File: src/design/ldp_ram.sv
// ----------------------------------------------------------------------------
// ldp_ram
// Generic single-port-write, single-port-read RAM with registered read.
// ----------------------------------------------------------------------------
module ldp_ram #(
   parameter int WIDTH = 8,
   parameter int DEPTH = 16
) (
   input  logic                     clock,
   input  logic                     wr_en,
   input  logic [$clog2(DEPTH)-1:0] wr_addr,
   input  logic [WIDTH-1:0]         wr_data,
   input  logic [$clog2(DEPTH)-1:0] rd_addr,
   output logic [WIDTH-1:0]         rd_data
);

   logic [WIDTH-1:0] mem [DEPTH];
   logic [WIDTH-1:0] rd_data_ff;

   always_ff @(posedge clock) begin
      if (wr_en) begin
         mem[wr_addr] <= wr_data;
      end
      rd_data_ff <= mem[rd_addr];
   end

   assign rd_data = rd_data_ff;

endmodule

File: config.mk
export PLATFORM = sky130hd
export DESIGN_NAME = ldp_ram
export DESIGN_NICKNAME = d
export VERILOG_FILES = /design/src/design/ldp_ram.sv
export SDC_FILE = /design/constraint.sdc
export NUM_CORES = 1
export LEC_CHECK = 0
export BUFFER_PORTS_ARGS = -buffer_cell sky130_fd_sc_hd__buf_2
export CORE_MARGIN = 5
export CORE_UTILIZATION = 29
export DETAILED_ROUTE_END_ITERATION = 6
export GPL_TIMING_DRIVEN = 1
export MAX_ROUTING_LAYER = met4
export PLACE_DENSITY = 0.47
export SYNTH_ARGS = -nofsm -noshare
export SYNTH_HDL_FRONTEND = slang
export SYNTH_SLANG_ARGS = --single-unit
export TNS_END_PERCENT = 5
File: constraint.sdc
create_clock -name clock -period 4.2 [get_ports clock]
set_input_delay 0.21 -clock clock [delete_from_list [all_inputs] [get_ports clock]]
set_output_delay 0.21 -clock clock [all_outputs]
set_load 0.03 [all_outputs]
# Yosys cells after proc, flatten, opt, wreduce, memory -nomap -nowiden
# Memories as Yosys holds them, arrays and structs flattened. A register that Yosys moved wholly into a read port is not among the register bits.
# Cells that the tools add are included.
# totals
ff_bits	0
ram_bits	128
inputBits	18
output_inout_bits	8
elab_cells	3
n_memories	1
# classes
n_mux	2
# mem_list
memory	words	width	rd	rd_ports_with_merged_regs	write_ports	line	text
mem	16	8	1	1	1	17	logic [WIDTH-1:0] mem [DEPTH];
# ops
operator	n
2-to-1 mux 1 bit	2

# Longest topological paths before layout
# logic_depth
word_depth	2
ltp_mapped	5
mapped_depth_nobuf	3

# Least setup slack after synthesis
# OpenSTA, ideal clock, no wires.
# synth_timing
kind	input to register
startpoint	in wr_addr[2]
endpoint	mem mem[0][0], enable pin
setup_time_ns	0.383
arrival_ns	1.320
required_ns	3.817
slack_ns	2.497
path_stages	2
path_buffers	0
path_cell_list	or3b_2 nor3_1
# synth_lines
element	line	text
start: declaration	11	input logic [$clog2(DEPTH)-1:0] wr_addr,
end: declaration	17	
# No word-level cell before the write port.

==> impl_metrics.ini <==
[status]
outcome = finished, final reports clean

[yosys]
postSynthRegisterBits = 136
synth_fp_nets = 247
yosysSeqAreaShare = 0.778
average_cell_area_after_synthesis_um2 = 22.5
top_cell_type_s_share_of_synthesized_area = 0.747
netlist_instances = 229
synth_area_mm2 = 0.00515
synth.largest_area_cell = sky130_fd_sc_hd__edfxtp_1
yosys-top-cells-area = sky130_fd_sc_hd__edfxtp_1 75%, sky130_fd_sc_hd__mux4_2 7.9%, sky130_fd_sc_hd__mux4_1 7.1%
yosys_warnings = 0
yosysUniqueCellTypes = 19

[floorplan]
floorplan.die_area_mm2 = 0.0205
initial_core_util = 0.297
floorplan.io_pins = 26
floorplan.core_area_mm2 = 0.0174
die-height_um = 143
chipWidth_um = 143
row_count = 48

[global_routing]
globalRouteOverflowTotal = 0
global_route_wire_length_before_repair_mm = 16.3
antenna_found_initial = 0
global_route.usage.total = 0.117
grt_start_max_net_pins = 33
vias_in_the_first_global_route = 2457

[min_path]
hold_path_end = mem[7][1]$_DFFE_PP_
worstHoldStart = wr_data[1]
min_path_type = in -> reg
hold_depth = 1

[clocking]
cts.sink_count = 136
cts_repair_resize_count = 0
cts_tree = built
cts_made_buffers = 17
worst_setup_hold_path_clk_slew_ns = 0.05
postCtsSetupRepairBufs = 0
htree_num_levels = 4
cts-root-to-sink-buffers = 2
insertion_delay_ns = 0.41
hold_buffers = 0
cts.root.buffer_cell = sky130_fd_sc_hd__clkbuf_16

[detailed_routing]
first_pass_iters = 4
drt_first_iter_violations = 155
drcViolationCount = 0
route.antenna.remaining_nets = 0
post_drt_wl_per_cell_um = 20.9
wl_mm = 10.5
viasPerCell = 4.73
detailroute.via_count = 2378

[placed_design]
place.detailed.hpwl_mm = 6.81
place.gp.congestion = 0.718
port_buffers = 25

[power]
p_leak_nw = 1.96
pwr_density_cell_mw_per_mm2 = 494
ir_drop_mv = 0.253

[sta]
period_share = 0.443
timing.max_slew.rel_slack = 0.335
setup_total_negative_slack_ns = 0
highest_clock_rate_mhz = 538
worst_hold_slack_ns = 0.187
tightest_slew_ns = 0.994
period_minus_slack_ns = 1.86
grt_setup_unrepaired = no
slew_viol_final = 0
clock_skew_ns = 0.00808
finalSetupViolCount = 0
final-hold-violation-count = 0

[worst_setup_path]
cp_data_arrival_time_ns = 2.15
required_ns = 4.49
worstSetupStartpoint = rd_addr[0]
startpoint_type = input port
critPathMaxFanout = 21
worstSetupPathType = in -> reg
r2r-end = rd_data[4]$_DFF_P_
worstSetupEndpointType = flip-flop
worst_reg2reg_startpoint = mem[10][4]$_DFFE_PP_
reg2reg_setup_slack_ns = 2.82
r2r.worst_path.cells = 3

[finish]
number_of_inserted_diodes = 0
area.growth.synth_to_final_pct = 16.7
layout.nets = 285
post_route_cells_drive_above_1_share = 0.255
nFillCells = 1606

[run]
timing.max_cap.violations = 0
## placed cells by master, fill, tap and decap left out
| master | instances |
|---|---|
| sky130_fd_sc_hd__nor3_2 | 1 |
| sky130_fd_sc_hd__clkbuf_1 | 8 |
| sky130_fd_sc_hd__nor2b_1 | 1 |
| sky130_fd_sc_hd__buf_2 | 25 |
| sky130_fd_sc_hd__buf_4 | 4 |
| sky130_fd_sc_hd__mux4_1 | 14 |
| sky130_fd_sc_hd__or3b_2 | 1 |
| sky130_fd_sc_hd__bufinv_16 | 1 |
| sky130_fd_sc_hd__a22oi_1 | 16 |
| sky130_fd_sc_hd__mux4_2 | 18 |
| sky130_fd_sc_hd__nand3b_1 | 2 |
| sky130_fd_sc_hd__edfxtp_1 | 128 |
| sky130_fd_sc_hd__nand2_1 | 9 |
| sky130_fd_sc_hd__nand3_1 | 1 |
| sky130_fd_sc_hd__nor3_1 | 3 |
| sky130_fd_sc_hd__and2_1 | 1 |
| sky130_fd_sc_hd__and2b_1 | 1 |
| sky130_fd_sc_hd__clkbuf_16 | 17 |
| sky130_fd_sc_hd__nand2b_1 | 2 |
| sky130_fd_sc_hd__nor2_1 | 13 |
| sky130_fd_sc_hd__clkinv_2 | 4 |
| sky130_fd_sc_hd__dfxtp_1 | 8 |
## worst max path at each step
stage                          endpoint  slack (ns)  depth (start not counted)
finish               rd_data[4]$_DFF_P_        2.34                          5
CTS                  rd_data[4]$_DFF_P_        2.30                          5
detailed placement   rd_data[4]$_DFF_P_        1.87                          5
global route         rd_data[4]$_DFF_P_        2.15                          5
floorplan           mem[0][0]$_DFFE_PP_        2.50                          2
global placement    mem[0][4]$_DFFE_PP_        1.81                          3
## cell usage after synthesis (all sizes together)
library cell	count
dfxtp	8
edfxtp	128
nand2b	2
nor2b	1
and2b	1
or3b	1
nand3	1
a22oi	16
nand3b	2
nand2	9
nor2	13
clkdlybuf4s25	3
buf	7
mux4	32
nor3	4
and2	1
## sequential cells by signal (all words and copies together) (netlist names)
name     count
mem        128
rd_data      8
## critical path, cell delays in order
cell and delay, ns:
sky130_fd_sc_hd__buf_2 0.55, sky130_fd_sc_hd__buf_4 0.38, sky130_fd_sc_hd__mux4_1 0.59, sky130_fd_sc_hd__a22oi_1 0.29, sky130_fd_sc_hd__nand2_1 0.09
## cell type report
type                            instances  area [µm²]  share of cell area
Timing Repair Buffer                   29         155              0.0258
Multi-Input combinational cell         83        1060               0.177
Clock buffer                           25         455              0.0758
Clock inverter                          5        50.0             0.00833
Tap cell                              225         282              0.0469
Sequential cell                       136        4000               0.666
## layer usage
metal / GRT usage / vias to the layer above / routed length [µm] / part of all wire
met5: - / - / 0 / 0
met1: 0.157 / 1250 / 4900 / 0.47
met3: 0.0332 / 15 / 463 / 0.044
met2: 0.167 / 63 / 4970 / 0.47
met4: 0.0505 / 0 / 174 / 0.017
li1: - / 1050 / - / -
## cell families after synthesis
family | count (synthesis) | share of synthesized area
mux | 32 | 0.150
buf+inv | 10 | 0.0168
flops | 136 | 0.778
simple gates | 35 | 0.0318
compound gates | 16 | 0.0233
## power breakdown
group / internal [mW] / total [mW] / switching, mW
Sequential: 1.52 / 1.53 / 0.00955
Clock: 0.801 / 1.29 / 0.490
Combinational: 0.0552 / 0.151 / 0.0955
Total: 2.38 / 2.97 / 0.595
## metrics by stage
stage	cell area [µm²]	std cells	setup WS (ns)	util	power, mW
after floorplan	5150	229	2.50	-	1.65
after global placement	5500	473	1.81	0.317	1.71
after detailed placement	5500	473	1.87	0.317	1.71
after CTS	6010	503	2.30	0.346	3.01
after global routing	6010	503	2.15	0.346	3.09
final	6010	503	2.34	0.346	2.97
(Power assumes the default switching activity.)
