[src/design/ldp_pkg.sv]
// ----------------------------------------------------------------------------
// ldp_pkg
// Shared types, constants and the per-column coding step of the codec.
// ----------------------------------------------------------------------------
package ldp_pkg;

   localparam int MAX_COLUMNS = 64;
   localparam int BLOCK_ROWS  = 8;
   localparam int COL_W       = $clog2(MAX_COLUMNS);
   localparam int CNT_W       = COL_W + 1;
   localparam int ROW_W       = $clog2(BLOCK_ROWS);
   localparam int GRAD_SHIFT  = $clog2(BLOCK_ROWS / 2);
   localparam int OQ_DEPTH    = 3;

   typedef enum logic [1:0] {
      REG_DECODE_MODE    = 2'd0,
      REG_WIDE_SAMPLES   = 2'd1,
      REG_COLUMN_COUNT   = 2'd2,
      REG_LEARNED_BLOCKS = 2'd3
   } reg_index_type;

   typedef struct packed {
      logic [15:0] grad_sum;
      logic [31:0] coef_cnt;
      logic [15:0] prev_delta;
      logic [15:0] prev_value;
   } entry_type;

   localparam int ENTRY_W = $bits(entry_type);

   typedef struct packed {
      logic [COL_W-1:0] col;
      logic [ROW_W-1:0] row;
      logic             learned;
      logic             first;
   } pos_type;

   typedef struct packed {
      entry_type   st;
      logic [15:0] dout;
   } step_type;

   function automatic step_type ldp_step(entry_type st, logic [15:0] din,
                                         logic [ROW_W-1:0] row, logic learned,
                                         logic dec, logic wide);
      logic [15:0]        m;
      logic [15:0]        x;
      logic [15:0]        pv;
      logic [15:0]        pd;
      logic [15:0]        coef;
      logic [15:0]        a16;
      logic signed [31:0] prod;
      logic [15:0]        pred;
      logic [15:0]        delta;
      logic [15:0]        val;
      logic [15:0]        err;
      logic [15:0]        g;
      logic [15:0]        gsum;
      logic               eneg;
      logic signed [15:0] adj16;
      logic signed [7:0]  adj8;
      step_type           r;
      m    = wide ? 16'hffff : 16'h00ff;
      x    = din & m;
      pv   = st.prev_value & m;
      pd   = st.prev_delta & m;
      coef = wide ? {st.coef_cnt[18:15], 12'h000}
                  : {st.coef_cnt[15], st.coef_cnt[15:5], 4'h0};
      a16  = wide ? pd : {{8{pd[7]}}, pd[7:0]};
      prod = $signed(a16) * $signed(coef);
      if (!learned) begin
         pred = 16'h0000;
      end else if (wide) begin
         pred = {prod[29:16], 2'b00};
      end else begin
         pred = {8'h00, prod[15:8]};
      end
      if (dec) begin
         err   = x;
         delta = (x + pred) & m;
         val   = (delta + pv) & m;
         r.dout = val;
      end else begin
         val   = x;
         delta = (x - pv) & m;
         err   = (delta - pred) & m;
         r.dout = err;
      end
      eneg = wide ? err[15] : err[7];
      if (err == 16'h0000) begin
         g = 16'h0000;
      end else if (eneg) begin
         g = 16'h0000 - pd;
      end else begin
         g = pd;
      end
      r.st            = st;
      r.st.prev_value = val;
      r.st.prev_delta = delta;
      gsum            = st.grad_sum;
      if (learned) begin
         if (row[0]) begin
            gsum          = (gsum + g) & m;
            r.st.grad_sum = gsum;
         end
         if (row == ROW_W'(BLOCK_ROWS - 1)) begin
            if (wide) begin
               adj16 = $signed(gsum);
               adj16 = adj16 >>> GRAD_SHIFT;
               r.st.coef_cnt = st.coef_cnt + {{16{adj16[15]}}, adj16};
            end else begin
               adj8 = $signed(gsum[7:0]);
               adj8 = adj8 >>> GRAD_SHIFT;
               r.st.coef_cnt = {16'h0000, st.coef_cnt[15:0] + {{8{adj8[7]}}, adj8}};
            end
            r.st.grad_sum = 16'h0000;
         end
      end
      return r;
   endfunction

endpackage

[src/design/ldp_outq.sv]
// ----------------------------------------------------------------------------
// ldp_outq
// Small result queue between the datapath and the response channel.
// ----------------------------------------------------------------------------
module ldp_outq (
   input  logic        clock,
   input  logic        reset,
   input  logic        push,
   input  logic [15:0] push_data,
   output logic        rsp_tvalid,
   input  logic        rsp_tready,
   output logic [15:0] rsp_tdata,
   output logic [1:0]  count
);

   logic [15:0] data_ff [ldp_pkg::OQ_DEPTH];
   logic [1:0]  wr_ff, wr_in, rd_ff, rd_in, count_ff, count_in;
   logic        pop;

   always_comb begin
      pop      = rsp_tvalid && rsp_tready;
      wr_in    = wr_ff;
      rd_in    = rd_ff;
      count_in = count_ff;
      if (push) begin
         wr_in = (wr_ff == 2'(ldp_pkg::OQ_DEPTH - 1)) ? 2'd0 : wr_ff + 2'd1;
      end
      if (pop) begin
         rd_in = (rd_ff == 2'(ldp_pkg::OQ_DEPTH - 1)) ? 2'd0 : rd_ff + 2'd1;
      end
      count_in = count_ff + {1'b0, push} - {1'b0, pop};
   end

   always_ff @(posedge clock) begin
      if (reset) begin
         wr_ff    <= '0;
         rd_ff    <= '0;
         count_ff <= '0;
      end else begin
         wr_ff    <= wr_in;
         rd_ff    <= rd_in;
         count_ff <= count_in;
      end
   end

   always_ff @(posedge clock) begin
      if (push) begin
         data_ff[wr_ff] <= push_data;
      end
   end

   assign rsp_tvalid = count_ff != 2'd0;
   assign rsp_tdata  = data_ff[rd_ff];
   assign count      = count_ff;

   a_no_overflow: assert property (@(posedge clock) disable iff (reset)
      !(push && !pop && count_ff == 2'(ldp_pkg::OQ_DEPTH)))
      else $error("result queue overflow");

endmodule

[config.mk]
export PLATFORM = sky130hd
export DESIGN_NAME = ldp_outq
export DESIGN_NICKNAME = d
export VERILOG_FILES = /design/src/design/ldp_pkg.sv /design/src/design/ldp_outq.sv
export SDC_FILE = /design/constraint.sdc
export NUM_CORES = 1
export LEC_CHECK = 0
export BUFFER_PORTS_ARGS = -buffer_cell sky130_fd_sc_hd__buf_4
export CAP_MARGIN = 10
export CORE_MARGIN = 5
export CORE_UTILIZATION = 49
export CTS_CLUSTER_DIAMETER = 100
export DETAILED_ROUTE_END_ITERATION = 10
export GPL_TIMING_DRIVEN = 1
export PLACE_DENSITY = 0.75
export SYNTH_ARGS = -nofsm -noshare
export SYNTH_HDL_FRONTEND = slang
export SYNTH_SLANG_ARGS = --single-unit
[constraint.sdc]
create_clock -name clock -period 1.9 [get_ports clock]
set_input_delay 0.285 -clock clock [delete_from_list [all_inputs] [get_ports clock]]
set_output_delay 0.285 -clock clock [all_outputs]
set_load 0.01 [all_outputs]
* Word-level counts from Yosys, hierarchy flattened *
Memories as Yosys holds them, arrays and structs flattened. A register that Yosys moved wholly into a read port is not among the register bits.
Cells that the tools add are included.

operators by class
  equal/unequal tests = 2
  muxes and demuxes = 6
  reduce and logical (&&, ||, !) cells = 2
  add/sub/neg operators = 4

operators with widths
  kind                                                            count
  2-bit two-way mux                                               4
  2-bit by 1-bit adder with 2-bit output (second input constant)  2
  2-bit equality test (second input constant)                     2
  2-bit by 1-bit adder with 2-bit output                          1
  1-bit two-way mux                                               2
  2-bit nonzero test                                              1
  2-bit by 1-bit subtractor with 2-bit output                     1
  1-bit logical AND                                               1

word-level totals
  output and inout port bits = 19
  bits in writable memories = 48
  input port bits = 20
  memories kept = 1
  flip-flop bits (word level) = 6
  word-level logic and storage cells = 18

memories
  name     words  width  read ports  clocked after memory_dff  wr ports  RTL line        RTL
  data_ff  3      16     1           1                         1         ldp_outq.sv:16  logic [15:0] data_ff [ldp_pkg::OQ_DEPTH];

* Depth between registers and ports, before layout *
Gate-level depths: netlist (run 1).

  depth in word-level cells = 4
  depth in mapped cells = 5
  mapped depth without buffers = 5

* Worst setup path before layout (run 1) *
No wires, ideal clock.

  path kind = register to register
  from = register wr_ff[1]
  to = memory data_ff[0][0], enable pin
  buffers on the path = 0
  setup slack = -149 ps
  cell stages (with the launch flop) = 2
  setup time = 415 ps
  period minus slack after synthesis = 2049 ps
  data arrival time = 1634 ps
  cell sequence = dfxtp_1 nor3b_1

RTL lines
  what                    RTL line        RTL
  from (decl)             ldp_outq.sv:17  logic [1:0] wr_ff, wr_in, rd_ff, rd_in, count_ff, count_in;
  from (signal assigned)  ldp_outq.sv:40  wr_ff <= wr_in;
  to (decl)               ldp_outq.sv:16

No word-level cell before the write port.

==> flow_summary.toml, run 1 <==
[status]
run_status = "finished clean"

[pwr]
totalPowerFinal_mw = 2.39
internal_power_mw = 1.91
p_sw_frac = 0.202
vdd_drop_max_v = 0.000596
seqPwrFrac = 0.589
powerDensity_mw_per_mm2 = 921
p_comb_frac = 0.106
power.switching_mw = 0.482
p_leak_nw = 0.931
p_clk_frac = 0.305

[route]
drt-total-wl_um = 3310
firstDrtPassIters = 4
vias = 1214
drc = 0
drt_iter0_markers = 76
via_per_inst = 5.12
postRouteAntennaNets = 0
wl_per_cell_um = 14.0

[setup_path]
cp_slowest_cell = "dfxtp_1"
cp_cell_sequence = "buf_4 -> mux2i_1 -> o21ai_0 -> buf_4"
cp.required_ps = 1620
cp_max_fo = 16
end_kind = "primary output"
cp_data_arrival_time_ps = 1410
path_delay_family = "buffers and inverters"
critPathKind = "register to primary output"
cpPeakStageDelay_ps = 320
cp_num_buf_inv = 2
worstReg2RegStart = "wr_ff[0]$_SDFFE_PP0P_"
crit_top_cell = "buf_4"
start_kind = "register"

[clocking]
cts_max_level = 2
clock_path_buffers = 2
ctsHoldBuffers = 0
cts_tree = "done"
clk_latency_ps = 290
clkTransAtPathRegs_ps = 90
cts-root-buf = "clkbuf_8"
clkSinkCount = 56
post_cts_buffers = 0
cts_buffers = 5
cts-resized-gates = 0

[yosys]
ys_top_cells_by_area = "edfxtp_1 68%, mux2i_1 8.1%, dfxtp_1 7.6%"
yosys_warnings = 0
ys_types = 19
synth_edf_count = 48
ys_async_sr_fraction = 0
synth.most_common_cell = "edfxtp_1"
syn_nets = 160
ys_seq_elements = 56
synth_top_area_share = 0.684
synth_area_mm2 = 0.00211
syn_area_per_cell_um2 = 15.1
synth_commonest_cells = "48 x edfxtp_1, 21 x nand2_1, 17 x mux2i_1, 17 x o21ai_0, 8 x dfxtp_1"
yosysTopAreaCell = "edfxtp_1"
synthCells = 139
ys.flop_type = "edfxtp_1"
synth_seq_area_share = 0.761

[min_path]
holdCritPathClass = "input port to register"
holdCritStartpoint = "push_data[9]"

[sta]
rsz0062_at_grt = "false"
worstMarginPinSlew_ps = 439
fin_crit_ps = 1690
fmax_mhz = 591
slew_viol_final = 0
finalSetupViolCount = 0
max_slew_margin = 0.706
setup-tns-final_ps = 0
fin_crit_sh = 0.890
hold_viol = 0
skew_ps = 2.85

[placed_design]
place_inst = 229
place_congestion = 0.685
io_buffer_count = 38
dp_hpwl_um = 2410

[global_route]
grt_start_max_net_pins = 33
grt_pass1_vias = 1200
grt_overflow = 0
grt_pass1_wl_um = 5390
antenna_found_initial = 0
globalRouteTotalUtil = 0.129

[floorplan]
die_h_um = 75.6
std_cell_rows = 23
coreArea_mm2 = 0.00409
initial_core_util = 0.515
dieArea_mm2 = 0.00571
fp.dieW_um = 75.6
pin_count = 39

[finish]
syn2layout_area_growth_pct = 23.3
regArea_mm2 = 0.00160
num-fill-cells = 300
drive_above_1_share = 0.316
multi_input_area_um2 = 468
nNetsFinal = 207
antennaDiodeCount = 0
fin_cells = 237

[run]
maxCapViolations = 0
==> per-stage QoR <==
stage | util | hold WS (ps) | setup WS [ps] | area, um^2
after global routing | 0.635 | 155 | 91.2 | 2600
final | 0.635 | 177 | 209 | 2600
after floorplan | - | 384 | 378 | 2110
after CTS | 0.635 | 165 | 189 | 2600
after detailed placement | 0.608 | 482 | 528 | 2480
after global placement | 0.608 | 472 | 552 | 2480
==> cell usage in the layout, fill, tap and decap left out, drive strengths merged <==
| master | n |
|---|---|
| a21oi | 5 |
| buf | 46 |
| bufinv | 1 |
| clkbuf | 5 |
| clkinv | 1 |
| clkinvlp | 1 |
| dfxtp | 8 |
| edfxtp | 48 |
| ha | 1 |
| inv | 2 |
| mux2 | 2 |
| mux2i | 17 |
| nand2 | 21 |
| nor2 | 5 |
| nor2b | 2 |
| nor3b | 1 |
| o21ai | 18 |
| or2 | 1 |
| or3 | 1 |
| or3b | 1 |
==> cell type report <==
| class | count | area share |
|---|---|---|
| Clock buffer | 5 | 0.0265 |
| Multi-Input combinational cell | 75 | 0.180 |
| Sequential cell | 56 | 0.617 |
| Inverter | 2 | 0.00289 |
| Clock inverter | 3 | 0.0164 |
| Tap cell | 50 | 0.0241 |
| Timing Repair Buffer | 46 | 0.133 |
==> metal layers <==
layer  routed length [um]  GRT usage  vias up
met5                    0          0        -
met3                  179     0.0475        5
met4                   34     0.0350        0
li1                     -          -      603
met1                 1330      0.147      577
met2                 1770      0.227       29
==> power by group through the flow <==
stage	clock (mW)	combinational (mW)	sequential [mW]
finish	0.729	0.253	1.41
global route	0.798	0.279	1.41
CTS	0.747	0.258	1.41
detailed placement	0	0.257	1.44
global placement	0	0.249	1.44
floorplan	0	0.121	1.44
==> worst register-to-register path, delay by kind of cell, from the launching register on <==
kind / cells / cell delay [ps]
AND/OR/NAND/NOR: 2 / 420
flip-flops: 1 / 390
buffers and inverters: 1 / 260
==> path summary, 6_finish.rpt <==
check                                  to  slack, ps  depth (start not counted)
setup / recovery             rsp_tdata[6]        210                          4
hold / removal    data_ff[0][9]$_DFFE_PP_        180                          1
setup reg to reg  data_ff[1][0]$_DFFE_PP_        540                          3
hold reg to reg                  register        520                          2
==> cells by family after synthesis <==
logic type,Yosys count,share of synthesized area
AO/OA/AOI/OAI,23,0.0564
adder cells (fa/ha/maj),1,0.00594
buffers and inverters,8,0.0196
flip-flops,56,0.761
multiplexers,19,0.0915
AND/OR/NAND/NOR,32,0.0660
==> flip-flops by register name, summed over array words and instances, names as in the netlist, named ones only <==
| signal | count |
|---|---|
| data_ff | 48 |
| wr_ff | 2 |
| count | 2 |
| rd_ff | 2 |
Power figures use the tool's default switching activity.
==> run 2: changes to the inputs <==
Settings changed: ABC_AREA from default to 1, CELL_PAD_IN_SITES_DETAIL_PLACEMENT from default to 2, CELL_PAD_IN_SITES_GLOBAL_PLACEMENT from default to 2, CORE_UTILIZATION 49 to 33, PLACE_DENSITY 0.75 to default, PLACE_DENSITY_LB_ADDON from default to 0.1.
==> run 2 against run 1 <==
  * Worst hold slack lost 20 ps
  * Design area grew 0.43%
  * Clock-buffer cell count is the same
==> flow_summary.toml, run 2 <==
[finish]
largest-register = "data_ff"
syn2layout_area_growth_pct = 21.4
largest_register_ff_count = 48
design_area_mm2 = 0.00261
drive_above_1_share = 0.254
antennaDiodeCount = 0
num-fill-cells = 668
layout_common_cells = "48 x edfxtp_1, 43 x buf_4, 34 x a21oi_1, 25 x nand2_1, 25 x nor2_1"
layout_commonest_cell = "edfxtp_1"
nNetsFinal = 233

[route]
wl_met1_um = 1970
wl_met3_um = 225
firstDrtPassIters = 3
wl_per_cell_um = 16.9
drt-total-wl_um = 4900
highest_layer = "met4"
postRouteAntennaNets = 0
via_per_inst = 4.87
drt_iter0_markers = 85
drc = 0
dr_wl_met2_um = 2670
vias = 1411

[yosys]
syn_area_per_cell_um2 = 12.8
ys_types = 16
ys.flop_type = "edfxtp_1"
synth_commonest_cells = "48 x edfxtp_1, 34 x a21oi_1, 25 x nand2_1, 25 x nor2_1, 10 x inv_1"
synth_seq_area_share = 0.746
synth.most_common_cell = "edfxtp_1"
ys_seq_elements = 56
syn_nets = 189
synth_edf_count = 48
yosys_warnings = 0
ys_async_sr_fraction = 0
ys_top_cells_by_area = "edfxtp_1 67%, a21oi_1 7.9%, dfxtp_1 7.5%"
synthCells = 168
synth_area_mm2 = 0.00215
yosysTopAreaCell = "edfxtp_1"
synth_top_area_share = 0.671

[sta]
max_slew_margin = 0.817
finalSetupViolCount = 0
rsz0062_at_grt = "false"
fin_crit_sh = 0.894
fin_crit_ps = 1700
setup-tns-final_ps = 0
fmax_mhz = 589
whs_ps = 157
slew_viol_final = 0
worstMarginPinSlew_ps = 274
skew_ps = 4.62
setup_ws_ps = 202
hold_viol = 0

[floorplan]
initial_core_util = 0.338
coreArea_mm2 = 0.00635
fp.dieW_um = 90.7
std_cell_rows = 29
pin_count = 39
dieArea_mm2 = 0.00822
die_h_um = 90.7

[min_path]
holdCritStartpoint = "reset"
hold_end = "wr_ff[0]$_SDFFE_PP0P_"
holdCritPathClass = "input port to register"
hold_depth = 2

[pwr]
powerDensity_mw_per_mm2 = 971
p_leak_nw = 1.01
vdd_drop_max_v = 0.000368

[global_route]
antenna_found_initial = 0
grt_pass1_vias = 1607
grt_overflow = 0
grt_pass1_wl_um = 8000
grt_start_max_net_pins = 18
globalRouteTotalUtil = 0.124

[setup_path]
reg2reg_to = "data_ff[2][15]$_DFFE_PP_"
cp_max_fo = 17
r2r_slack_ps = 700
end_kind = "primary output"
critPathKind = "register to primary output"
cp_data_arrival_time_ps = 1410
cp.required_ps = 1620
start_kind = "register"
reg2reg_depth = 3
worstReg2RegStart = "wr_ff[1]$_SDFFE_PP0P_"

[clocking]
cts_max_level = 2
clk_latency_ps = 300
clock_path_buffers = 2
cts-root-buf = "clkbuf_8"
post_cts_buffers = 0
clkSinkCount = 56
cts_buffers = 5
clkTransAtPathRegs_ps = 90
cts_tree = "done"

[run]
maxCapViolations = 0

[placed_design]
dp_slack_ps = 366
io_buffer_count = 38
place_congestion = 0.744
dp_hpwl_um = 3480
post_dp_cell_area_mm2 = 0.00250

[status]
run_status = "finished clean"
==> run 2: cell count changes in the layout (fill, tap and decap cells not counted), sizes merged, moves of 2 or more <==
cell    change
a21oi      +30
buf         -3
clkinv      +2
inv         +9
mux2        -2
mux2i      -17
nand2       +4
nand3       +5
nor2       +20
nor2b       -2
o21ai      -17
==> run 2: repair_timing <==
item,CTS,global route
resized for setup,0,1
endpoints found under the setup margin,0,11
endpoints found under the hold margin,0,0
hold buffers,0,0
==> run 2: metrics by stage <==
| stage | utilization | cells | total power [mW] |
|---|---|---|---|
| after floorplan | - | 168 | 1.64 |
| after global placement | 0.394 | 282 | 1.80 |
| after detailed placement | 0.394 | 282 | 1.82 |
| after CTS | 0.410 | 290 | 2.56 |
| after global routing | 0.411 | 290 | 2.67 |
| final | 0.411 | 290 | 2.53 |
==> run 2: worst max-delay path by stage <==
stage	start	to	depth (start not counted)
floorplan	wr_ff[1]$_SDFFE_PP0P_	data_ff[2][0]$_DFFE_PP_	2
global placement	register	rsp_tdata[8]	4
detailed placement	register	rsp_tdata[8]	4
CTS	register	rsp_tdata[8]	4
global route	register	rsp_tdata[1]	5
finish	register	rsp_tdata[1]	5
==> run 2: cell type report <==
cell class              count  area [um^2]  share of cell area
clock buffers               5         68.8              0.0264
clock inverters             3         37.5              0.0144
inverters                  12         52.6              0.0202
multi-input cells          94          427               0.164
flip-flops and latches     56         1600               0.615
well taps                  77         96.3              0.0369
repair buffers             43          323               0.124
==> run 2: per-layer routing <==
metal	vias up	global-route usage
li1	672	-
met1	711	0.140
met3	4	0.0433
met5	-	0
met4	0	0.0261
met2	24	0.224
==> run 2: power breakdown <==
group | leakage [nW] | switching, mW | internal [mW]
sequential | 0.510 | 0.0271 | 1.40
combinational | 0.451 | 0.202 | 0.159
clock | 0.0532 | 0.365 | 0.384
==> run 2: critical path: stages (launching register included) <==
cell	delay [ps]
dfxtp_1	330
buf_4	240
clkinv_4	190
nand2_1	120
a21oi_1	70
buf_4	150
==> run 2: kinds of logic after synthesis <==
| kind of cell | synth area share |
|---|---|
| simple gates | 0.101 |
| compound gates | 0.0892 |
| flops | 0.746 |
| fa+ha+maj | 0.00583 |
| buf+inv | 0.0577 |
