## src/design/ldp_pkg.sv

```systemverilog
// ----------------------------------------------------------------------------
// ldp_pkg
// Shared types, constants and the per-column coding step of the codec.
// ----------------------------------------------------------------------------
package ldp_pkg;

   localparam int MAX_COLUMNS = 64;
   localparam int BLOCK_ROWS  = 8;
   localparam int COL_W       = $clog2(MAX_COLUMNS);
   localparam int CNT_W       = COL_W + 1;
   localparam int ROW_W       = $clog2(BLOCK_ROWS);
   localparam int GRAD_SHIFT  = $clog2(BLOCK_ROWS / 2);
   localparam int OQ_DEPTH    = 3;

   typedef enum logic [1:0] {
      REG_DECODE_MODE    = 2'd0,
      REG_WIDE_SAMPLES   = 2'd1,
      REG_COLUMN_COUNT   = 2'd2,
      REG_LEARNED_BLOCKS = 2'd3
   } reg_index_type;

   typedef struct packed {
      logic [15:0] grad_sum;
      logic [31:0] coef_cnt;
      logic [15:0] prev_delta;
      logic [15:0] prev_value;
   } entry_type;

   localparam int ENTRY_W = $bits(entry_type);

   typedef struct packed {
      logic [COL_W-1:0] col;
      logic [ROW_W-1:0] row;
      logic             learned;
      logic             first;
   } pos_type;

   typedef struct packed {
      entry_type   st;
      logic [15:0] dout;
   } step_type;

   function automatic step_type ldp_step(entry_type st, logic [15:0] din,
                                         logic [ROW_W-1:0] row, logic learned,
                                         logic dec, logic wide);
      logic [15:0]        m;
      logic [15:0]        x;
      logic [15:0]        pv;
      logic [15:0]        pd;
      logic [15:0]        coef;
      logic [15:0]        a16;
      logic signed [31:0] prod;
      logic [15:0]        pred;
      logic [15:0]        delta;
      logic [15:0]        val;
      logic [15:0]        err;
      logic [15:0]        g;
      logic [15:0]        gsum;
      logic               eneg;
      logic signed [15:0] adj16;
      logic signed [7:0]  adj8;
      step_type           r;
      m    = wide ? 16'hffff : 16'h00ff;
      x    = din & m;
      pv   = st.prev_value & m;
      pd   = st.prev_delta & m;
      coef = wide ? {st.coef_cnt[18:15], 12'h000}
                  : {st.coef_cnt[15], st.coef_cnt[15:5], 4'h0};
      a16  = wide ? pd : {{8{pd[7]}}, pd[7:0]};
      prod = $signed(a16) * $signed(coef);
      if (!learned) begin
         pred = 16'h0000;
      end else if (wide) begin
         pred = {prod[29:16], 2'b00};
      end else begin
         pred = {8'h00, prod[15:8]};
      end
      if (dec) begin
         err   = x;
         delta = (x + pred) & m;
         val   = (delta + pv) & m;
         r.dout = val;
      end else begin
         val   = x;
         delta = (x - pv) & m;
         err   = (delta - pred) & m;
         r.dout = err;
      end
      eneg = wide ? err[15] : err[7];
      if (err == 16'h0000) begin
         g = 16'h0000;
      end else if (eneg) begin
         g = 16'h0000 - pd;
      end else begin
         g = pd;
      end
      r.st            = st;
      r.st.prev_value = val;
      r.st.prev_delta = delta;
      gsum            = st.grad_sum;
      if (learned) begin
         if (row[0]) begin
            gsum          = (gsum + g) & m;
            r.st.grad_sum = gsum;
         end
         if (row == ROW_W'(BLOCK_ROWS - 1)) begin
            if (wide) begin
               adj16 = $signed(gsum);
               adj16 = adj16 >>> GRAD_SHIFT;
               r.st.coef_cnt = st.coef_cnt + {{16{adj16[15]}}, adj16};
            end else begin
               adj8 = $signed(gsum[7:0]);
               adj8 = adj8 >>> GRAD_SHIFT;
               r.st.coef_cnt = {16'h0000, st.coef_cnt[15:0] + {{8{adj8[7]}}, adj8}};
            end
            r.st.grad_sum = 16'h0000;
         end
      end
      return r;
   endfunction

endpackage

```

## src/design/ldp_seq.sv

```systemverilog
// ----------------------------------------------------------------------------
// ldp_seq
// Column, row and block position tracking for each accepted request.
// ----------------------------------------------------------------------------
module ldp_seq (
   input  logic                 clock,
   input  logic                 reset,
   input  logic                 accept,
   input  logic                 first,
   input  logic [6:0]           column_count,
   input  logic [23:0]          learned_blocks,
   output ldp_pkg::pos_type     pos
);

   logic [ldp_pkg::COL_W-1:0] col_ff, col_in, col0, c;
   logic [ldp_pkg::ROW_W-1:0] row_ff, row_in, row0;
   logic [23:0]               bd_ff, bd_in, bd0;
   logic [ldp_pkg::CNT_W-1:0] cols, cnext;
   logic                      learned;

   always_comb begin
      col0 = first ? '0 : col_ff;
      row0 = first ? '0 : row_ff;
      bd0  = first ? '0 : bd_ff;
      if (column_count == 7'd0) begin
         cols = ldp_pkg::CNT_W'(1);
      end else if ({{(ldp_pkg::CNT_W){1'b0}}, column_count} >
                   (ldp_pkg::CNT_W + 7)'(ldp_pkg::MAX_COLUMNS)) begin
         cols = ldp_pkg::CNT_W'(ldp_pkg::MAX_COLUMNS);
      end else begin
         cols = ldp_pkg::CNT_W'(column_count);
      end
      c       = ({1'b0, col0} >= cols) ? '0 : col0;
      learned = bd0 < learned_blocks;
      cnext   = {1'b0, c} + ldp_pkg::CNT_W'(1);
      col_in  = col_ff;
      row_in  = row_ff;
      bd_in   = bd_ff;
      if (accept) begin
         col_in = cnext[ldp_pkg::COL_W-1:0];
         row_in = row0;
         bd_in  = bd0;
         if (cnext >= cols) begin
            col_in = '0;
            if (row0 == ldp_pkg::ROW_W'(ldp_pkg::BLOCK_ROWS - 1)) begin
               row_in = '0;
               bd_in  = bd0 + {23'd0, learned};
            end else begin
               row_in = row0 + ldp_pkg::ROW_W'(1);
            end
         end
      end
      pos.col     = c;
      pos.row     = row0;
      pos.learned = learned;
      pos.first   = first;
   end

   always_ff @(posedge clock) begin
      if (reset) begin
         col_ff <= '0;
         row_ff <= '0;
         bd_ff  <= '0;
      end else begin
         col_ff <= col_in;
         row_ff <= row_in;
         bd_ff  <= bd_in;
      end
   end

endmodule

```

## config.mk

```make
export PLATFORM = sky130hd
export DESIGN_NAME = ldp_seq
export DESIGN_NICKNAME = d
export VERILOG_FILES = /design/src/design/ldp_pkg.sv /design/src/design/ldp_seq.sv
export SDC_FILE = /design/constraint.sdc
export NUM_CORES = 1
export LEC_CHECK = 0
export BUFFER_PORTS_ARGS = -buffer_cell sky130_fd_sc_hd__buf_2
export CAP_MARGIN = 40
export CORE_UTILIZATION = 45
export CTS_BUF_LIST = sky130_fd_sc_hd__clkbuf_4
export CTS_CLUSTER_SIZE = 24
export DETAILED_ROUTE_END_ITERATION = 7
export PLACE_DENSITY = 0.68
export SLEW_MARGIN = 15
export SYNTH_ARGS = -nofsm -noshare
export SYNTH_HDL_FRONTEND = slang
export SYNTH_SLANG_ARGS = --single-unit
```

## constraint.sdc

```tcl
create_clock -name clock -period 6.45 [get_ports clock]
set_input_delay 1.29 -clock clock [delete_from_list [all_inputs] [get_ports clock]]
set_output_delay 1.29 -clock clock [all_outputs]
set_load 0.03 [all_outputs]
```

Yosys cells after proc, flatten, opt, wreduce, memory -nomap -nowiden --
Index checks and enable logic that the tools add are counted.
Storage, ports and cells: input bits 35, bits in registers 33
Operators by class: $add $sub $neg 3, reduce and logical (&&, ||, !) cells 1, equality and inequality tests 1, mux-type cells 11, magnitude comparators 4
Operators by type and width (number):
- 24-bit 2-to-1 mux | 3
- 24-bit by 1-bit adder with 24-bit output | 1
- 24-bit less-than comparator | 1
- 6-bit 2-to-1 mux | 3
- 7-bit 2-to-1 mux | 2
- 3-bit 2-to-1 mux | 3
- 6-bit by 1-bit adder with 7-bit output, second input constant | 1
- 6-bit by 7-bit greater-or-equal comparator with 1-bit output | 1
- 7-bit greater-or-equal comparator | 1
- 7-bit > comparator, second input constant | 1
- 7-bit zero test | 1
- 3-bit by 1-bit adder with 3-bit output, second input constant | 1
- 3-bit equality test, second input constant | 1

Logic depth before layout (Yosys ltp) --
Gate-level depths: netlist of run 1.
depth in word-level cells 8, depth in mapped cells 21, depth with buffers taken out 18

Least setup slack after synthesis of run 1 --
Ideal clock, no wire load.
kind input-to-reg, from input port first, to register bd_ff[19], path buffers 5, stages 21, slack 333 ps, data arrival time 5996 ps, cells stage by stage buf_2 > buf_1 > clkbuf_1 > nand2b_1 > ha_1 > nand2b_1 > a211o_1 > a211oi_2 > and2_1 > ha_1 > nand3_1 > xnor2_1 > and2_1 > ha_1 > a21o_1 > a221o_1 > a41o_1 > buf_6 > buf_8 > nand4_1 > mux2_2
RTL lines:
- from (decl) | line ldp_seq.sv:9 | input logic first,
- to (signal assigned) | line ldp_seq.sv:67 | bd_ff <= bd_in;
- to (decl) | line ldp_seq.sv:17 | logic [23:0] bd_ff, bd_in, bd0;

Worst setup path in the final report of run 1 --
from input port column_count[2], to register bd_ff[21]
Between the ends: word-level cells in the longest chain between the ends 8, elaborated cells on any way between the ends 9, classes of those cells 1 x add/sub; 3 x order compare; 4 x mux; 1 x reduce/logical
RTL lines:
- from (decl) | line ldp_seq.sv:10 | input logic [6:0] column_count,
- 7-bit > comparator | line ldp_seq.sv:27 | end else if ({{(ldp_pkg::CNT_W){1'b0}}, column_count} >
- 7-bit 2-to-1 mux | line ldp_seq.sv:27
- 7-bit 2-to-1 mux * | line ldp_seq.sv:25 | if (column_count == 7'd0) begin
- 6-bit by 7-bit greater-or-equal comparator with 1-bit output | line ldp_seq.sv:33 | c = ({1'b0, col0} >= cols) ? '0 : col0;
- 6-bit 2-to-1 mux | line ldp_seq.sv:33
- 6-bit by 1-bit adder with 7-bit output | line ldp_seq.sv:35 | cnext = {1'b0, c} + ldp_pkg::CNT_W'(1);
- 7-bit greater-or-equal comparator * | line ldp_seq.sv:43 | if (cnext >= cols) begin
- 24-bit 2-to-1 mux * | line ldp_seq.sv:43
Mark *: on every way between the ends. The rest lies on a longest branch, timed or not. A chain may end at the register's enable or synchronous reset.

==> results, run 1 <==
- The number of cells on the worst hold path is 2.
- The signal on the critical path passes through buf_2, nor3_1, a21oi_1, nor2_1, ha_1, nand2b_1, a211o_1, a211oi_2, buf_4, and2_1, ha_1, nand3_1, xnor2_1, and2_1, ha_1, a21o_1, a221o_1, a41o_1, nand4_1, mux2_2.
- The die covers 7240 µm².
- In this run the number of cells on the critical path is 20.
- The total CTS buffers is 5.
- The count of nets left with antenna violations once routing finished came out at 0.
- The dominant combinational cell family by area after synthesis is simple AND/OR/NAND/NOR gates.
- Of the total synthesized cell area, the portion taken by XOR and XNOR cells is 0.00564.
- The hold path startpoint is col_ff[5].
- The internal reg-to-reg setup slack is 1.75 ns.
- The share of synthesized area in the top cell type comes to 0.213.
- The transition at the pin with the smallest max-transition slack is 0.882 ns.
- The synthesized flop and latch total is 33.
- The instance area at placement is 3330 µm².
- Setup violations remaining at the end of the flow were counted as 0.
- The tool flagged a number of max-cap violations equal to 0.
- The cell sitting at the root of the clock tree is a clkbuf_4.
- In the final layout, the share of cells above drive strength 1 is 0.182.
- The post-layout utilization of the core is 0.520.
- The total of buffers placed on input and output ports is 45.
- Of the total synthesized cell area, the portion taken by AND, OR, NAND and NOR gates is 0.308.
- The area growth from synthesis to final layout is 8.70%.
- The floorplan die height is 85.1 µm.
- Grouping stages by cell kind, the critical path spends the most delay in compound AO/OA/AOI/OAI gates.
- The number of nets in the synthesized netlist is 468.
- The clock skew is 0.0130 ns.
- The maximum vdd drop is 0.0565 mV.
- The startpoint identified for the worst register-to-register timing path is col_ff[0].
- The maximum fanout along the worst path is 26.
- The final-report max-slew violation count was 0.
- In this run the standard cell core region covers 6490 µm².
- The flow ran to the end, and the final reports show no timing, DRC or antenna violations.
- The fraction of the mapped netlist area in compound gates was 0.174.
- The depth of the most critical reg-to-reg path is 17.
- STA puts the critical path data required time at 6.67 ns.
- The type of the worst setup path is primary input to flop.
- Routability-driven placement finished with a final weighted congestion of 0.829.
- The fill cell instance count of the final layout is 653.
- The clock transition at the registers of the reported paths is 0.10 ns.
- The clock passes through at most 2 buffers.
- The destination of the worst hold path is col_ff[5].
- In the global route stage, overall resource usage came out at 0.213.
- For this configuration, the core starts out at a cell density of 0.478.
- The most prevalent standard cell on the critical path is ha_1.
- The synthesized netlist contains 51 unique library cells.
- In the synthesized netlist the async set-or-reset flop fraction comes to 0.
- The number of instances in the synthesized netlist is 392.
- By area the synthesized netlist is led by dfxtp_1, ha_1, nor2b_1.
- The number of vias after detailed routing is 2911.
- The post-synth design cell area is 3110 µm².
- The number of gates resized after CTS was 0.
- The average instance area after synthesis is 7.93 µm².
- The number of global-route vias before repair is 2648.
- The worst setup path is launched from a primary input.
- The predominant post-synthesis flop cell is dfxtp_1.
- The die is 85.1 µm wide.
- The endpoint kind of the worst setup timing path is a flop.
- After routing, the total negative slack on setup checks comes to 0 ns.
- Setup repair after global routing left no endpoint under its margin.
- Buffers added to address setup during post-CTS repair amount to 0.
- The min-delay analysis places its worst path in the category flop to flop.
- Dividing the detail-routed wire length by the instance count gives 14.6 µm.
- Measured against its own limit, the worst slew margin works out to 0.412.
- The arithmetic-cell share of the synthesized area counting full adders, half adders and majority gates is 0.165.
- The site row count is 29.
- The I/O pin count is 46.
- The final instance area is 3380 µm².
- Dividing total power by cell area gives a power density of 114 nW/µm².
- The per-cell via count in the routed design is 5.82.
- The total overflow left after global routing is 0.
- The cell with the largest stage delay on the worst path is a41o_1.
- For this run, the number of Yosys warnings is 0.
- The count of unresolved DRC violations after routing is 0.
- The detailed-placement wirelength estimate is 5480 µm.
- The initial antenna violation count was 0.
- For this run, the register share of the synthesized area comes to 0.213.
- The count of flip-flops with a built-in enable after synthesis is 0.
- The number of antenna cells inserted is 0.
- The H-tree generated during clock tree synthesis spans 2 levels.
- The fmax is 0.178 GHz.
- The critical path contains buffers and inverters numbering 2 combined.
- The minimum clock period after layout is 5.61 ns.
- The clock sink total is 33.
- The post-route clock period utilization is 0.870.
- The arrival time at the worst endpoint is 5.83 ns.
- Entering global routing, the biggest net connects 44 pins.
- The number of DRC violations after detailed-routing iteration 0 is 195.
- The first global-routing pass estimated 12400 µm of wire.
- The leakage dissipation is 1.68 nW.
- TritonCTS built the clock tree.
- The count of endpoints failing hold in the final timing report came to 0.
- The net total in the final layout is 500.
- The delay of the slowest cell on the worst path is 0.53 ns.
- Of the post-synthesis cell area, the part taken by muxes is 0.0616.
- The total design power is 384 µW.
- The first detailed-routing pass took 5 iterations.
- The total routed wirelength is 7320 µm.
- The number of buffers inserted by hold repair at cts is 0.
- The later pin in the worst-skew pair is clocked with a latency of 0.34 ns.
- The cell taking the most area after synthesis is dfxtp_1.
- The endpoint identified for the worst register-to-register timing path is bd_ff[21].
-- layer usage --
layer,track usage,vias up,wire (µm),share of wire
li1,-,1490,-,-
met1,0.307,1357,3770,0.52
met2,0.334,59,3180,0.43
met3,0.0321,5,295,0.040
met4,0.0508,0,68,0.0093
met5,0,-,0,0
-- layout make-up --
class / instances / area [µm²] / share of cell area
multi-input combinational: 308 / 2220 / 0.658
sequential: 33 / 661 / 0.196
timing repair buffer: 49 / 255 / 0.0756
inverter: 27 / 101 / 0.0300
tap: 77 / 96.3 / 0.0285
clock buffer: 5 / 37.5 / 0.0111
clock inverter: 1 / 5.00 / 0.00148
-- state kept, by name, summed over array words and instances (netlist names) --
register	count
bd_ff	24
col_ff	6
row_ff	3
-- worst reg2reg max path, stage by stage, from the launching register on --
cell and delay [ns]:
dfxtp_1 0.43, nand2b_1 0.10, ha_1 0.28, nand2b_1 0.14, a211o_1 0.35, a211oi_2 0.26, buf_4 0.19, and2_1 0.16
ha_1 0.22, nand3_1 0.15, xnor2_1 0.15, and2_1 0.16, ha_1 0.32, a21o_1 0.18, a221o_1 0.36, a41o_1 0.53
nand4_1 0.25, mux2_2 0.35
-- where the power goes --
| group | switching [mW] | leakage [nW] | total [mW] | internal, mW |
|---|---|---|---|---|
| clock | 0.0691 | 0.0269 | 0.107 | 0.0378 |
| combinational | 0.0459 | 1.39 | 0.0711 | 0.0252 |
| sequential | 0.00140 | 0.266 | 0.206 | 0.205 |
-- stage by stage --
stage / worst slack (ns) / instances / hold slack (ns)
2_1_floorplan: 0.333 / 392 / 0.436
3_3_place_gp: 0.709 / 494 / 0.447
3_5_place_dp: 0.527 / 494 / 0.451
4_1_cts: 0.871 / 500 / 0.466
5_1_grt: 0.576 / 500 / 0.500
6_report: 0.840 / 500 / 0.463
-- Yosys cell counts (all sizes together) (3+ instances only) --
cell type,instances
inv,27
mux2,14
and4,4
mux2i,3
o21ai,6
ha,41
nor2b,32
clkbuf,14
a41o,4
nand2b,4
nand3,22
nor2,13
nand4b,3
nand4,17
dfxtp,33
a211oi,8
a211o,3
o211ai,5
a31oi,6
buf,10
a21o,5
a21oi,30
and2,9
nor3,8
o21a,3
and3,23
a31o,3
nand2,28
-- kinds of logic (layout without fill, tap and decap cells) --
group,Yosys count,after routing
buf+inv,51,82
flops,33,33
simple gates,169,169
fa+ha+maj,41,41
xor+xnor,2,2
mux,17,17
compound gates,79,79
-- cells in the final DEF, fill, tap and decap left out, types with 6 or more instances in the layout --
cell type  netlist  routed
a211oi_1         7       7
a21oi_1         29      29
a31oi_1          6       6
and2_1           8       8
and3_1          23      23
buf_2            3      45
dfxtp_1         33      33
ha_1            41      41
inv_1           27      27
mux2_2          13      13
nand2_1         28      28
nand3_1         22      22
nand4_1         17      17
nor2_1          13      13
nor2b_1         32      32
nor3_1           7       7
o21ai_0          6       6
-- worst max path at each step --
stage / endpoint / slack, ns / start
CTS: bd_ff[21] / 0.87 / column_count[2]
global route: bd_ff[10] / 0.58 / column_count[2]
finish: bd_ff[21] / 0.84 / column_count[2]
floorplan: bd_ff[19] / 0.33 / first
global placement: bd_ff[6] / 0.71 / column_count[2]
detailed placement: bd_ff[21] / 0.53 / column_count[2]
No activity file was read; power rests on OpenSTA's default activity.
==> inputs of run 2 (changes only) <==
Settings changed: CELL_PAD_IN_SITES_DETAIL_PLACEMENT from default to 1, CELL_PAD_IN_SITES_GLOBAL_PLACEMENT from default to 2, CORE_UTILIZATION 45 to 35, PLACE_DENSITY 0.68 to 0.86, SLEW_MARGIN 15 to default.
==> run 2 against run 1 <==
Compared with the run above: maximum frequency up 3.3%; worst hold slack better by 0.017 ns; global-route usage down 2.6 points; worst setup slack better by 0.18 ns; highest routed layer unchanged; critical endpoint is now bd_ff[15]; largest cell class unchanged.
==> results, run 2 (synthesized netlist as in run 1, its figures left out) <==
- The post-route clock period utilization is 0.842.
- The most flop-heavy register is bd_ff.
- Counting cells, the worst reg-to-reg path comes to 18.
- The horizontal die dimension is 96.2 µm.
- The clock skew is 0.0167 ns.
- Summed over all layers, the global routing overflow is 0.
- In this run the worst setup path terminates at bd_ff[15].
- The root cell of the clock tree is clkbuf_4.
- The destination of the worst register-to-register timing path is bd_ff[15].
- The total of buffers placed on input and output ports is 45.
- Post-CTS timing repair inserted 0 buffers for setup.
- The worst hold-check path type is flop to flop.
- Once placement completed, the tool counted placed cells totaling 526.
- The number of antenna cells inserted is 0.
- The count of non-filler cells in the finished layout is 534.
- The worst setup path is captured at a flop.
- Registers take 661 µm².
- The worst setup path is launched from a primary input.
- Dividing the detail-routed via count by the number of cells gives 5.57.
- TritonCTS built the clock tree.
- The count of endpoints failing setup in the final report is 0.
- The type of the worst setup path is primary input to flop.
- The fill cell instance count of the final layout is 1073.
- The arrival time at the worst endpoint is 5.69 ns.
- The maximum fanout along the worst path is 19.
- The hold path startpoint is col_ff[5].
- The fmax is 0.184 GHz.
- The internal reg-to-reg setup slack is 1.91 ns.
- The H-tree depth is 2.
- The area growth from synthesis to final layout is 10.8%.
- The detailed-placement wirelength estimate is 6150 µm.
- The clock sink total is 33.
- The flow ran to the end, and the final reports show no timing, DRC or antenna violations.
- The global-route wire length before repair is 13600 µm.
- After clock tree synthesis, the flow added hold-fix buffers numbering 0.
- The effective utilization at floorplan is 0.360.
- The initial antenna violation count is 0.
- The transition at the pin with the smallest max-transition slack is 0.778 ns.
- The detail route stage leaves a number of antenna-violating nets equal to 0.
- The maximum vdd drop is 0.0936 mV.
- The total routed wirelength is 8080 µm.
- The number of detailed-route iterations in the first pass is 4.
- The floorplan has 34 rows.
- The total global routing track utilization is 0.187.
- In the layout the commonest cells are buf_2, ha_1, dfxtp_1.
- The fraction of final layout cells with drive strength greater than 1 is 0.188.
- The multi-input combinational cells in the finished layout cover a total of 2220 µm².
- The final-report max-slew violation count is 0.
- The number of global-route vias before repair was 2925.
- The startpoint of the lowest-slack register-to-register path is col_ff[0].
- The maximum number of buffers from clock root to sink is 2.
- The count of instances resized after the clock tree is built is 0.
- The power density over the cells is 117 nW/µm².
- The flip-flop count of the largest register after layout is 24.
- The net total in the final layout is 501.
- The worst relative slew slack is 0.481.
- At the later pin of the worst-skew pair, clock insertion delay measures 0.35 ns.
- The total die area is 9260 µm².
- The largest net degree at the start of global routing is 45.
- The count of unresolved DRC violations after routing is 0.
- Setup repair after global routing left no endpoint under its margin.
- Counting the buffers created by CTS gives 5.
- The count of endpoints failing hold in the final timing report is 0.
- Leaving out fill and tap cells, the most frequent cell in the layout is buf_2.
- The detailed router finished its first iteration with 73 violations.
- In this run the vertical extent of the chip is 96.2 µm.
- The clock transition at the registers of the reported paths is 0.12 ns.
- The minimum clock period after layout is 5.43 ns.
- The final route contains 2974 vias.
- The core area is 8640 µm².
- The number of cells on the worst hold path is 2.
- The I/O pin count is 46.
- Setup total negative slack on the finished layout was measured at 0 ns.
- The average wire per standard cell is 15.1 µm.
- The largest registers in the layout are bd_ff x24, col_ff x6, row_ff x3.
- The count of maximum capacitance violations is 0.
- STA puts the critical path data required time at 6.71 ns.
- The leakage dissipation is 1.70 nW.
- The final RePlAce weighted congestion is 0.842.
- The launching element of the worst setup path is column_count[2].
## run 2: cell count changes in the layout (fill, tap and decap cells not counted)
cell / before / now
buf_8: 0 / 1
clkbuf_4: 5 / 6
clkinv_2: 1 / 2
## run 2: how the worst min path moves through the flow
stage / endpoint / slack, ns
global placement: col_ff[5] / 0.45
finish: col_ff[5] / 0.48
floorplan: col_ff[5] / 0.44
detailed placement: col_ff[5] / 0.47
CTS: col_ff[5] / 0.49
global route: col_ff[5] / 0.52
## run 2: through the flow
step / setup WS, ns / util / area [µm²] / hold slack [ns] / power (mW)
global placement: 0.645 / 0.391 / 3370 / 0.448 / 0.282
floorplan: 0.333 / - / 3110 / 0.436 / 0.260
CTS: 1.02 / 0.399 / 3440 / 0.491 / 0.408
finish: 1.02 / 0.399 / 3440 / 0.480 / 0.402
detailed placement: 0.644 / 0.392 / 3390 / 0.475 / 0.285
global route: 0.792 / 0.399 / 3440 / 0.521 / 0.429
## run 2: critical path: stages
cell and delay, ns:
buf_2 0.10, nor3_1 0.18, a21oi_1 0.09, nor2_1 0.15, ha_1 0.25, nand2b_1 0.14
a211o_1 0.35, a211oi_2 0.26, buf_4 0.19, and2_1 0.15, ha_1 0.21, nand3_1 0.15
xnor2_1 0.16, and2_1 0.16, ha_1 0.31, a21o_1 0.17, a221o_1 0.35, a41o_1 0.36
buf_8 0.22, nand4_1 0.10, mux2_2 0.34
## run 2: layer usage
metal	wire length (µm)	track usage	share of wire
met1	3930	0.237	0.49
met2	3850	0.332	0.48
met3	192	0.0276	0.024
met4	99	0.0423	0.012
met5	0	0	0
## run 2: layout make-up
type | instances | share of cell area
Clock buffer | 6 | 0.0131
Clock inverter | 2 | 0.00291
Inverter | 27 | 0.0294
Multi-Input combinational cell | 308 | 0.645
Sequential cell | 33 | 0.192
Tap cell | 108 | 0.0392
Timing Repair Buffer | 50 | 0.0785
## run 2: power by group
part,internal [mW],switching [mW],total (mW)
Clock,0.0457,0.0767,0.122
Combinational,0.0264,0.0472,0.0736
Sequential,0.205,0.00155,0.206
Total,0.277,0.125,0.402
